--- src/rtl/deadline_timer_table_core_defines.svh ---
// ----------------------------------------------------------------------------
// deadline timer table core assertion macros
// shared concurrent assertion helpers for the timer table rtl
// ----------------------------------------------------------------------------
`ifndef DEADLINE_TIMER_TABLE_CORE_DEFINES_SVH
`define DEADLINE_TIMER_TABLE_CORE_DEFINES_SVH

// assertion on clk_i, quiet while rst_ni is low
`define DTTC_ASSERT(label, prop, msg) \
  label: assert property (@(posedge clk_i) disable iff (!rst_ni) prop) \
    else $error(msg);

// assertion on clk_i that also holds during reset
`define DTTC_ASSERT_ALWAYS(label, prop, msg) \
  label: assert property (@(posedge clk_i) prop) else $error(msg);

`endif

--- src/rtl/dttc_pkg.sv ---
// ----------------------------------------------------------------------------
// dttc_pkg
// types and constants shared by the deadline timer table rtl
// ----------------------------------------------------------------------------
package dttc_pkg;

  // field widths of the request and response transactions
  localparam int unsigned MODE_W    = 3;
  localparam int unsigned INDEX_W   = 5;
  localparam int unsigned QUEUE_W   = 4;
  localparam int unsigned BYTE_W    = 8;
  localparam int unsigned TICK_W    = 32;
  localparam int unsigned KIND_W    = 2;
  localparam int unsigned SLOT_W    = 5;
  localparam int unsigned PAYLOAD_W = QUEUE_W + BYTE_W;

  // no armed deadline
  localparam logic [TICK_W-1:0] NO_DEADLINE = 32'hffff_ffff;

  // events emitted per tick at most
  localparam int unsigned MAX_RESULTS = 32;
  localparam int unsigned CNT_W       = $clog2(MAX_RESULTS + 1);

  typedef enum logic [MODE_W-1:0] {
    MODE_ALLOC = 3'd0,
    MODE_FREE  = 3'd1,
    MODE_BIND  = 3'd2,
    MODE_ARM   = 3'd3,
    MODE_TICK  = 3'd4
  } mode_e;

  typedef enum logic [KIND_W-1:0] {
    KIND_ALLOC = 2'd0,
    KIND_NONE  = 2'd1,
    KIND_FIRED = 2'd2
  } kind_e;

  typedef enum logic [1:0] {
    FLAG_FREE  = 2'd0,
    FLAG_ALLOC = 2'd1,
    FLAG_ARMED = 2'd2
  } flag_e;

  typedef enum logic [1:0] {
    ST_IDLE,
    ST_ALLOC,
    ST_SCAN,
    ST_FLUSH
  } state_e;

  typedef struct packed {
    logic [MODE_W-1:0]  mode;
    logic [INDEX_W-1:0] timer_index;
    logic [QUEUE_W-1:0] fifo_id;
    logic [BYTE_W-1:0]  event_data;
    logic [TICK_W-1:0]  timeout_ticks;
  } req_t;

  typedef struct packed {
    logic [KIND_W-1:0]  kind;
    logic [SLOT_W-1:0]  slot;
    logic [QUEUE_W-1:0] dest_queue;
    logic [BYTE_W-1:0]  fired_byte;
    logic               last;
  } rsp_t;

endpackage

--- src/rtl/dttc_if.sv ---
// ----------------------------------------------------------------------------
// dttc request and response channels
// valid/ready channels carrying one request or one response per transaction
// ----------------------------------------------------------------------------
interface dttc_req_if;
  import dttc_pkg::*;

  logic valid;
  logic ready;
  req_t data;

  modport source (output valid, output data, input ready);
  modport sink   (input valid, input data, output ready);
endinterface

interface dttc_rsp_if;
  import dttc_pkg::*;

  logic valid;
  logic ready;
  rsp_t data;

  modport source (output valid, output data, input ready);
  modport sink   (input valid, input data, output ready);
endinterface

--- src/rtl/deadline_timer_table_core.sv ---
// ----------------------------------------------------------------------------
// deadline_timer_table_core
// software timer table with shared tick counter and earliest-deadline scan
// ----------------------------------------------------------------------------
//  channel  | dir | transaction
//  ---------+-----+----------------------------------------------------------
//  req_i    | in  | alloc, free, bind, arm or tick request
//  rsp_o    | out | alloc grant, no-free report or fired timer event
//
//  free, bind, arm and a tick that is not due complete in the idle state
//  alloc walks the slot flags one per cycle while the output register is free
//  a due tick reads one slot per cycle from the deadline and payload rams,
//  except while the scan stalls with the pending and output registers full
//  reset clears the slot flags at once; the rams need no clearing pass
//  the scan holds its slot while both the pending and output registers wait
// ----------------------------------------------------------------------------
`include "deadline_timer_table_core_defines.svh"

module deadline_timer_table_core #(
  parameter int unsigned TIMER_COUNT = 32
) (
  input  logic clk_i,
  input  logic rst_ni,
  dttc_req_if.sink   req_i,
  dttc_rsp_if.source rsp_o
);
  import dttc_pkg::*;

  localparam int unsigned    IDX_W    = (TIMER_COUNT > 1) ? $clog2(TIMER_COUNT) : 1;
  localparam logic [IDX_W-1:0] LAST_IDX = IDX_W'(TIMER_COUNT - 1);

  state_e              state_q, state_d;
  logic [IDX_W-1:0]    idx_q, idx_d;
  logic [TICK_W-1:0]   now_q, now_d;
  logic [TICK_W-1:0]   earliest_q, earliest_d;
  logic [CNT_W-1:0]    fire_cnt_q, fire_cnt_d;
  logic                pend_valid_q, pend_valid_d;
  rsp_t                pend_q, pend_d;
  logic                out_valid_q, out_valid_d;
  rsp_t                out_q, out_d;
  flag_e               flags_q [TIMER_COUNT];

  logic                flag_we;
  logic [IDX_W-1:0]    flag_addr;
  flag_e               flag_wval;

  logic                dl_we;
  logic                pl_we;
  logic [IDX_W-1:0]    wr_addr;
  logic [IDX_W-1:0]    rd_addr;
  logic [TICK_W-1:0]   dl_wdata;
  logic [PAYLOAD_W-1:0] pl_wdata;
  logic [TICK_W-1:0]   dl_rdata;
  logic [PAYLOAD_W-1:0] pl_rdata;

  logic                req_accept;
  logic                out_free;
  logic                in_table;
  logic [IDX_W-1:0]    req_addr;
  logic [TICK_W-1:0]   arm_deadline;
  logic [TICK_W-1:0]   now_inc;
  logic                slot_armed;
  logic                slot_due;
  logic                slot_fire;
  logic                scan_stall;

  // handshake and request decode
  assign req_i.ready  = (state_q == ST_IDLE);
  assign req_accept   = req_i.valid && req_i.ready;
  assign out_free     = !out_valid_q || rsp_o.ready;
  assign in_table     = (32'(req_i.data.timer_index) < TIMER_COUNT);
  assign req_addr     = IDX_W'(req_i.data.timer_index);
  assign arm_deadline = now_q + req_i.data.timeout_ticks;
  assign now_inc      = now_q + 32'd1;

  // scan evaluation of the slot whose ram data is on the read port
  assign slot_armed = (flags_q[idx_q] == FLAG_ARMED);
  assign slot_due   = (dl_rdata <= now_q);
  assign slot_fire  = slot_armed && slot_due && (fire_cnt_q < CNT_W'(MAX_RESULTS));
  assign scan_stall = slot_fire && pend_valid_q && !out_free;

  // deadline and payload memories
  dttc_ram #(
    .WIDTH (TICK_W),
    .DEPTH (TIMER_COUNT)
  ) u_deadline_ram (
    .clk_i   (clk_i),
    .we_i    (dl_we),
    .waddr_i (wr_addr),
    .wdata_i (dl_wdata),
    .raddr_i (rd_addr),
    .rdata_o (dl_rdata)
  );

  dttc_ram #(
    .WIDTH (PAYLOAD_W),
    .DEPTH (TIMER_COUNT)
  ) u_payload_ram (
    .clk_i   (clk_i),
    .we_i    (pl_we),
    .waddr_i (wr_addr),
    .wdata_i (pl_wdata),
    .raddr_i (rd_addr),
    .rdata_o (pl_rdata)
  );

  // sequencer: next state, ram accesses and result registers
  always_comb begin
    state_d      = state_q;
    idx_d        = idx_q;
    now_d        = now_q;
    earliest_d   = earliest_q;
    fire_cnt_d   = fire_cnt_q;
    pend_valid_d = pend_valid_q;
    pend_d       = pend_q;
    out_valid_d  = out_valid_q && !rsp_o.ready;
    out_d        = out_q;
    flag_we      = 1'b0;
    flag_addr    = idx_q;
    flag_wval    = FLAG_ALLOC;
    dl_we        = 1'b0;
    pl_we        = 1'b0;
    wr_addr      = req_addr;
    dl_wdata     = arm_deadline;
    pl_wdata     = {req_i.data.fifo_id, req_i.data.event_data};
    rd_addr      = '0;

    case (state_q)
      ST_IDLE: begin
        if (req_accept) begin
          case (req_i.data.mode)
            MODE_ALLOC: begin
              idx_d   = '0;
              state_d = ST_ALLOC;
            end
            MODE_FREE: begin
              if (in_table) begin
                flag_we   = 1'b1;
                flag_addr = req_addr;
                flag_wval = FLAG_FREE;
              end
            end
            MODE_BIND: begin
              pl_we = in_table;
            end
            MODE_ARM: begin
              if (in_table) begin
                dl_we     = 1'b1;
                flag_we   = 1'b1;
                flag_addr = req_addr;
                flag_wval = FLAG_ARMED;
                if (earliest_q > arm_deadline) begin
                  earliest_d = arm_deadline;
                end
              end
            end
            MODE_TICK: begin
              now_d = now_inc;
              if (earliest_q <= now_inc) begin
                earliest_d = NO_DEADLINE;
                idx_d      = '0;
                fire_cnt_d = '0;
                state_d    = ST_SCAN;
              end
            end
            default: begin
            end
          endcase
        end
      end

      ST_ALLOC: begin
        if (out_free) begin
          out_d.dest_queue = '0;
          out_d.fired_byte = '0;
          out_d.last       = 1'b1;
          if (flags_q[idx_q] == FLAG_FREE) begin
            flag_we     = 1'b1;
            flag_wval   = FLAG_ALLOC;
            out_valid_d = 1'b1;
            out_d.kind  = KIND_ALLOC;
            out_d.slot  = SLOT_W'(idx_q);
            state_d     = ST_IDLE;
          end else if (idx_q == LAST_IDX) begin
            out_valid_d = 1'b1;
            out_d.kind  = KIND_NONE;
            out_d.slot  = '0;
            state_d     = ST_IDLE;
          end else begin
            idx_d = idx_q + IDX_W'(1);
          end
        end
      end

      ST_SCAN: begin
        // hold the read address on a stall so the data stays on the port
        rd_addr = scan_stall ? idx_q : (idx_q + IDX_W'(1));
        if (!scan_stall) begin
          if (slot_fire) begin
            if (pend_valid_q) begin
              out_valid_d = 1'b1;
              out_d       = pend_q;
            end
            pend_valid_d      = 1'b1;
            pend_d.kind       = KIND_FIRED;
            pend_d.slot       = SLOT_W'(idx_q);
            pend_d.dest_queue = pl_rdata[PAYLOAD_W-1:BYTE_W];
            pend_d.fired_byte = pl_rdata[BYTE_W-1:0];
            pend_d.last       = 1'b0;
            flag_we           = 1'b1;
            flag_wval         = FLAG_ALLOC;
            fire_cnt_d        = fire_cnt_q + CNT_W'(1);
          end else if (slot_armed && (earliest_q > dl_rdata)) begin
            earliest_d = dl_rdata;
          end
          if (idx_q == LAST_IDX) begin
            state_d = ST_FLUSH;
          end else begin
            idx_d = idx_q + IDX_W'(1);
          end
        end
      end

      ST_FLUSH: begin
        // the held event is the final one of this tick
        if (!pend_valid_q) begin
          state_d = ST_IDLE;
        end else if (out_free) begin
          out_valid_d  = 1'b1;
          out_d        = pend_q;
          out_d.last   = 1'b1;
          pend_valid_d = 1'b0;
          state_d      = ST_IDLE;
        end
      end

      default: begin
        state_d = ST_IDLE;
      end
    endcase
  end

  // control registers
  always_ff @(posedge clk_i or negedge rst_ni) begin
    if (!rst_ni) begin
      state_q      <= ST_IDLE;
      idx_q        <= '0;
      now_q        <= '0;
      earliest_q   <= NO_DEADLINE;
      fire_cnt_q   <= '0;
      pend_valid_q <= 1'b0;
      out_valid_q  <= 1'b0;
    end else begin
      state_q      <= state_d;
      idx_q        <= idx_d;
      now_q        <= now_d;
      earliest_q   <= earliest_d;
      fire_cnt_q   <= fire_cnt_d;
      pend_valid_q <= pend_valid_d;
      out_valid_q  <= out_valid_d;
    end
  end

  // slot flags, cleared at reset
  always_ff @(posedge clk_i or negedge rst_ni) begin
    if (!rst_ni) begin
      for (int i = 0; i < TIMER_COUNT; i++) begin
        flags_q[i] <= FLAG_FREE;
      end
    end else if (flag_we) begin
      flags_q[flag_addr] <= flag_wval;
    end
  end

  // result payload registers
  always_ff @(posedge clk_i) begin
    pend_q <= pend_d;
    out_q  <= out_d;
  end

  assign rsp_o.valid = out_valid_q;
  assign rsp_o.data  = out_q;

  // checks
  `DTTC_ASSERT(a_idle_no_pending, req_i.ready |-> !pend_valid_q, "pending event left in idle")
  `DTTC_ASSERT(a_fire_cnt_bound, fire_cnt_q <= CNT_W'(MAX_RESULTS), "too many events on a tick")
  `DTTC_ASSERT(a_scan_starts_clear, (state_q == ST_SCAN && $past(state_q) == ST_IDLE) |-> earliest_q == NO_DEADLINE, "scan began without clearing earliest")
  `DTTC_ASSERT(a_pend_only_in_scan, pend_valid_q |-> (state_q == ST_SCAN || state_q == ST_FLUSH), "pending event outside tick scan")
  `DTTC_ASSERT_ALWAYS(a_no_overwrite, (out_valid_q && !rsp_o.ready) |=> $stable(out_q), "unaccepted response overwritten")

endmodule

--- src/rtl/dttc_ram.sv ---
// ----------------------------------------------------------------------------
// dttc_ram
// generic one-write one-read ram with registered read data
// ----------------------------------------------------------------------------
module dttc_ram #(
  parameter int unsigned WIDTH = 8,
  parameter int unsigned DEPTH = 32,
  parameter int unsigned AW    = (DEPTH > 1) ? $clog2(DEPTH) : 1
) (
  input  logic             clk_i,
  input  logic             we_i,
  input  logic [AW-1:0]    waddr_i,
  input  logic [WIDTH-1:0] wdata_i,
  input  logic [AW-1:0]    raddr_i,
  output logic [WIDTH-1:0] rdata_o
);

  logic [WIDTH-1:0] mem_q [DEPTH];
  logic [WIDTH-1:0] rdata_q;

  // write port and registered read port, read returns old data on collision
  always_ff @(posedge clk_i) begin
    if (we_i) begin
      mem_q[waddr_i] <= wdata_i;
    end
    rdata_q <= mem_q[raddr_i];
  end

  assign rdata_o = rdata_q;

endmodule

--- src/flat_wrapper.sv ---
// flat-port wrapper written by rule: the top's interface ports become plain ports
module deadline_timer_table_core_flat import dttc_pkg::*;
#(
  parameter int unsigned TIMER_COUNT = 32
)
  (clk_i, rst_ni, req_i_valid, req_i_data, req_i_ready, rsp_o_valid, rsp_o_data, rsp_o_ready);
  dttc_req_if req_i_i ();
  dttc_rsp_if rsp_o_i ();
  input  logic clk_i;
  input  logic rst_ni;
  input wire logic [$bits(req_i_i.valid)-1:0] req_i_valid;
  input wire logic [$bits(req_i_i.data)-1:0] req_i_data;
  output wire logic [$bits(req_i_i.ready)-1:0] req_i_ready;
  output wire logic [$bits(rsp_o_i.valid)-1:0] rsp_o_valid;
  output wire logic [$bits(rsp_o_i.data)-1:0] rsp_o_data;
  input wire logic [$bits(rsp_o_i.ready)-1:0] rsp_o_ready;
  assign req_i_i.valid = req_i_valid;
  assign req_i_i.data = req_i_data;
  assign req_i_ready = req_i_i.ready;
  assign rsp_o_valid = rsp_o_i.valid;
  assign rsp_o_data = rsp_o_i.data;
  assign rsp_o_i.ready = rsp_o_ready;
  deadline_timer_table_core #(.TIMER_COUNT(TIMER_COUNT)) u_core (.clk_i(clk_i), .rst_ni(rst_ni), .req_i(req_i_i), .rsp_o(rsp_o_i));
endmodule
--- config.mk ---
export PLATFORM = sky130hd
export DESIGN_NAME = deadline_timer_table_core_flat
export DESIGN_NICKNAME = d
export VERILOG_FILES = /design/src/rtl/dttc_pkg.sv /design/src/rtl/dttc_if.sv /design/src/rtl/deadline_timer_table_core.sv /design/src/rtl/dttc_ram.sv /design/src/flat_wrapper.sv
export VERILOG_INCLUDE_DIRS = /design/src /design/src/rtl
export SDC_FILE = /design/constraint.sdc
export NUM_CORES = 2
export LEC_CHECK = 0
export BUFFER_PORTS_ARGS = -buffer_cell sky130_fd_sc_hd__buf_2
export CORE_UTILIZATION = 31
export DETAILED_ROUTE_END_ITERATION = 12
export GPL_ROUTABILITY_DRIVEN = 1
export PLACE_DENSITY = 0.55
export SYNTH_ARGS = -nofsm -noshare
export SYNTH_HDL_FRONTEND = slang
export SYNTH_SLANG_ARGS = --single-unit
--- constraint.sdc ---
create_clock -name clk_i -period 10.5 [get_ports clk_i]
set_clock_uncertainty 0.1 [all_clocks]
set_input_delay 0 -clock clk_i [delete_from_list [all_inputs] [get_ports clk_i]]
set_output_delay 0 -clock clk_i [all_outputs]
set_load 0.1 [all_outputs]
==> results.tsv <==
stage	metric	value	unit
synth	yosys_most_used_dff	edfxtp_1	
synth	synthDistinctLibCells	88	
setup_path	critical-path-top-delay-family	simple AND/OR/NAND/NOR gates	
layout	seqCellArea	47900	um^2
sta	setup_violations	0	
run_status	outcome	finished, final reports clean	
clock_tree	clk_pin_slew	0.07	ns
power	cellPowerDensity	239	nW/um^2
layout	multi_input_area	21200	um^2
layout	drive_gt1_share	19.5	%
drt	routedWlPerCell	25.4	um
synth	yosys_warnings	0	
layout	fillCellCount	21100	
layout	finish.net_count	4902	
synth	synthArstFlopShare	8.76	%
power	total_power	0.0193	W
global_route	grt_pass1_wl	284	mm
die	initial_core_util	31.2	%
sta	period_share	70.2	%
synth	synth_top_area_share	61.9	%
setup_path	rr_endpoint	u_core.state_q[1]	
sta	drv_slew	0	
power	ir_drop	247	uV
sta	worst_pin_slew	1.35	ns
setup_path	cp-start-kind	flip-flop	
sta	hold_viol	0	
synth	synth_edf_count	1445	
drt	first_pass_iters	7	
synth	yosysTopAreaCell	edfxtp_1	
setup_path	crit_path_end	u_core.state_q[1]	
synth	synth_common_cells	1445 x edfxtp_1, 429 x mux2i_1, 319 x mux2_2	
setup_path	cp_max_fo	8	
sta	tns	0	ns
synth	syn_avg_cell_area	15.7	um^2
drt	vias_per_cell	5.21	
clock_tree	cts_tree	built	
setup_path	crit_start	u_core.now_q[0]	
die	num_io_pins	78	
sta	rsz0062_at_grt	false	
synth	synth_fp_nets	4700	
drt	drt-total-wl	198	mm
sta	max_slew_margin	9.99	%
placed_design	globalplace.congestion	0.846	
global_route	antenna_found_initial	6	
sta	post-route-min-period	7.37	ns
clock_tree	root_buffer	clkbuf_16	
clock_tree	insertion_delay	0.82	ns
worst_hold_path	hp-class	input pin to flip-flop	
die	core	225000	um^2
die	fp-row-count	174	
setup_path	end_kind	flip-flop	
setup_path	path_class	flip-flop to flip-flop	
global_route	grt_pass1_vias	40300	
drt	drt_iter0_drc	3998	
clock_tree	htreeDepth	4	
global_route	track_usage	17.0	%
clock_tree	clock_sinks	1632	
setup_path	cp_num_buf_inv	2	
power	p_leak	27.1	nW
placed_design	place_hpwl	109	mm
drt	vias	40700	
die	dieArea	228000	um^2
die	die_y	477	um
sta	fmax	136	MHz
setup_path	critical_path.cell_chain	ha_1 > nand3_1 > nor4_1 > nand3_1 > nor3_1 > and3_1 > nand2_1 > nor4_1 > and3_1 > nand3_1 > xnor2_1 > ha_1 > nand2_1 > a211oi_1 > a2111oi_0 > o21ai_0 > o221ai_1 > nand3b_1 > a21o_1 > nor4_1 > dlygate4sd3_1 > nor2_1 > a21oi_1 > dlygate4sd3_1	
setup_path	cpMaxStageDelayCell	dlygate4sd3_1	
layout	syn_to_final_growth	15.3	%
setup_path	critPathArrivalTime	8.00	ns
synth	synth.most_common_cell	edfxtp_1	
sta	whs	0.0268	ns
setup_path	slowest_delay	0.65	ns
synth	yosysSeqAreaShare	68.3	%
global_route	gr-total-overflow	0	
synth	syn-cell-area	70100	um^2
drt	drcViolationCount	0	
global_route	grt_max_degree	135	
clock_tree	clock_path_buffers	3	
placed_design	port_buffers	77	
synth	synthTopCellsByArea	edfxtp_1 62%, mux2i_1 6.1%, mux2_2 5.1%	
synth	syn_inst	4475	
run	drv_cap	0	
setup_path	crit_cells	24	
setup_path	r2r_setup_slack	3.13	ns
drt	drtAntennaViolNets	0	
die	die_x	477	um
clock_tree	cts_inserted_buffers	164	
setup_path	r2r_cells	24	
synth	synth-seq-cells	1632	
setup_path	r2r-start	u_core.now_q[0]	
setup_path	worstPathRequired	11.13	ns
registers in the layout, indices dropped and copies added, names as in the netlist:
name,cells
u_core.now_q,32
u_core.flags_q,64
u_core.pend_valid_q,1
u_core.pend_q,17
u_core.u_deadline_ram.mem_q,1024
u_core.rsp_o.data,20
u_core.fire_cnt_q,6
u_core.u_deadline_ram.rdata_o,32
u_core.rsp_o.valid,1
u_core.u_payload_ram.mem_q,384
u_core.earliest_q,32
u_core.idx_q,5
u_core.u_payload_ram.rdata_o,12
u_core.state_q,2
cells by family after synthesis:
kind of cell | count (synthesis) | share of synthesized area (%)
mux | 836 | 13.4
fa+ha+maj | 169 | 3.03
buf+inv | 354 | 2.21
xor+xnor | 88 | 1.10
compound gates | 627 | 6.87
simple gates | 769 | 5.06
flops | 1632 | 68.3
where the power goes:
part	leakage, nW	total, W	switching (W)	internal, W
registers	15.2	0.00794	0.000292	0.00765
clock network	2.71	0.00601	0.00255	0.00345
logic	9.24	0.00539	0.00338	0.00201
total	27.1	0.0193	0.00622	0.0131
final cells by class:
class                           count  area share (%)
Tap cell                         2992            4.63
Clock buffer                      220            5.61
Inverter                          134           0.623
Timing Repair Buffer              256            2.39
Sequential cell                  1632            59.3
Clock inverter                     88            1.24
Antenna cell                        1         0.00310
Multi-Input combinational cell   2489            26.2
metrics by stage:
step           worst slack, ns  util (%)  area (um^2)  instances
2_1_floorplan             4.55         -        70100       4475
3_3_place_gp              3.24      33.3        74700       7454
3_5_place_dp              3.17      33.3        74700       7454
4_1_cts                   3.12      35.9        80700       7809
5_1_grt                   2.57      35.9        80800       7811
6_report                  3.13      36.0        80800       7812
worst min-delay path, cell delays in order:
cell and delay (ns):
buf_2 0.08, ha_1 0.22, xor2_1 0.25, a22oi_1 0.19
mux2_2 0.17
placed cells by master (no fill, tap or decap), types with 36 or more instances in the layout:
master / Yosys / layout
nor2_4: 0 / 37
nand2_1: 302 / 301
a32o_1: 43 / 43
mux2_1: 42 / 42
edfxtp_1: 1445 / 1445
clkbuf_16: 0 / 165
a21o_1: 46 / 46
nand3_1: 145 / 144
mux2_2: 319 / 319
o32ai_1: 43 / 43
inv_1: 134 / 134
dfxtp_1: 44 / 44
a222oi_1: 44 / 44
a21oi_1: 116 / 116
a22o_1: 45 / 45
nor2_1: 138 / 102
mux4_2: 45 / 45
buf_4: 24 / 126
o21ai_0: 56 / 56
nand4_1: 36 / 36
o211a_1: 45 / 45
o211ai_1: 51 / 51
xnor2_1: 79 / 63
dlygate4sd3_1: 0 / 47
mux2i_1: 429 / 429
buf_2: 84 / 76
ha_1: 168 / 167
dfrtp_1: 111 / 110
per-layer routing:
layer / up-vias / track usage (%) / share of wire, %
li1: 17900 / - / -
met1: 21300 / 24.1 / 45
met2: 1333 / 27.3 / 47
met3: 219 / 2.01 / 5.9
met4: 6 / 4.72 / 2.1
met5: - / 0 / 0.023
what timing repair did:
action                    4_1_cts  5_1_grt
buffers inserted                0        0
resized for setup               0        0
hold endpoints to repair      951        5
hold buffers                   47        1
worst min path at each step:
| stage | from | to | slack [ns] | cells after the start |
|---|---|---|---|---|
| finish | req_i_data[23] | u_core.earliest_q[23] | 0.03 | 5 |
| global route | req_i_data[29] | u_core.u_deadline_ram.mem_q[5][30] | 0.04 | 5 |
| CTS | req_i_data[48] | u_core.flags_q[32] | 0.001 | 6 |
| detailed placement | rst_ni | u_core.flags_q[50] | 0.11 | 1 |
| global placement | rst_ni | u_core.flags_q[50] | 0.09 | 1 |
| floorplan | rst_ni | u_core.fire_cnt_q[0] | -0.40 | 0 |
No activity file was read; power rests on OpenSTA's default activity.
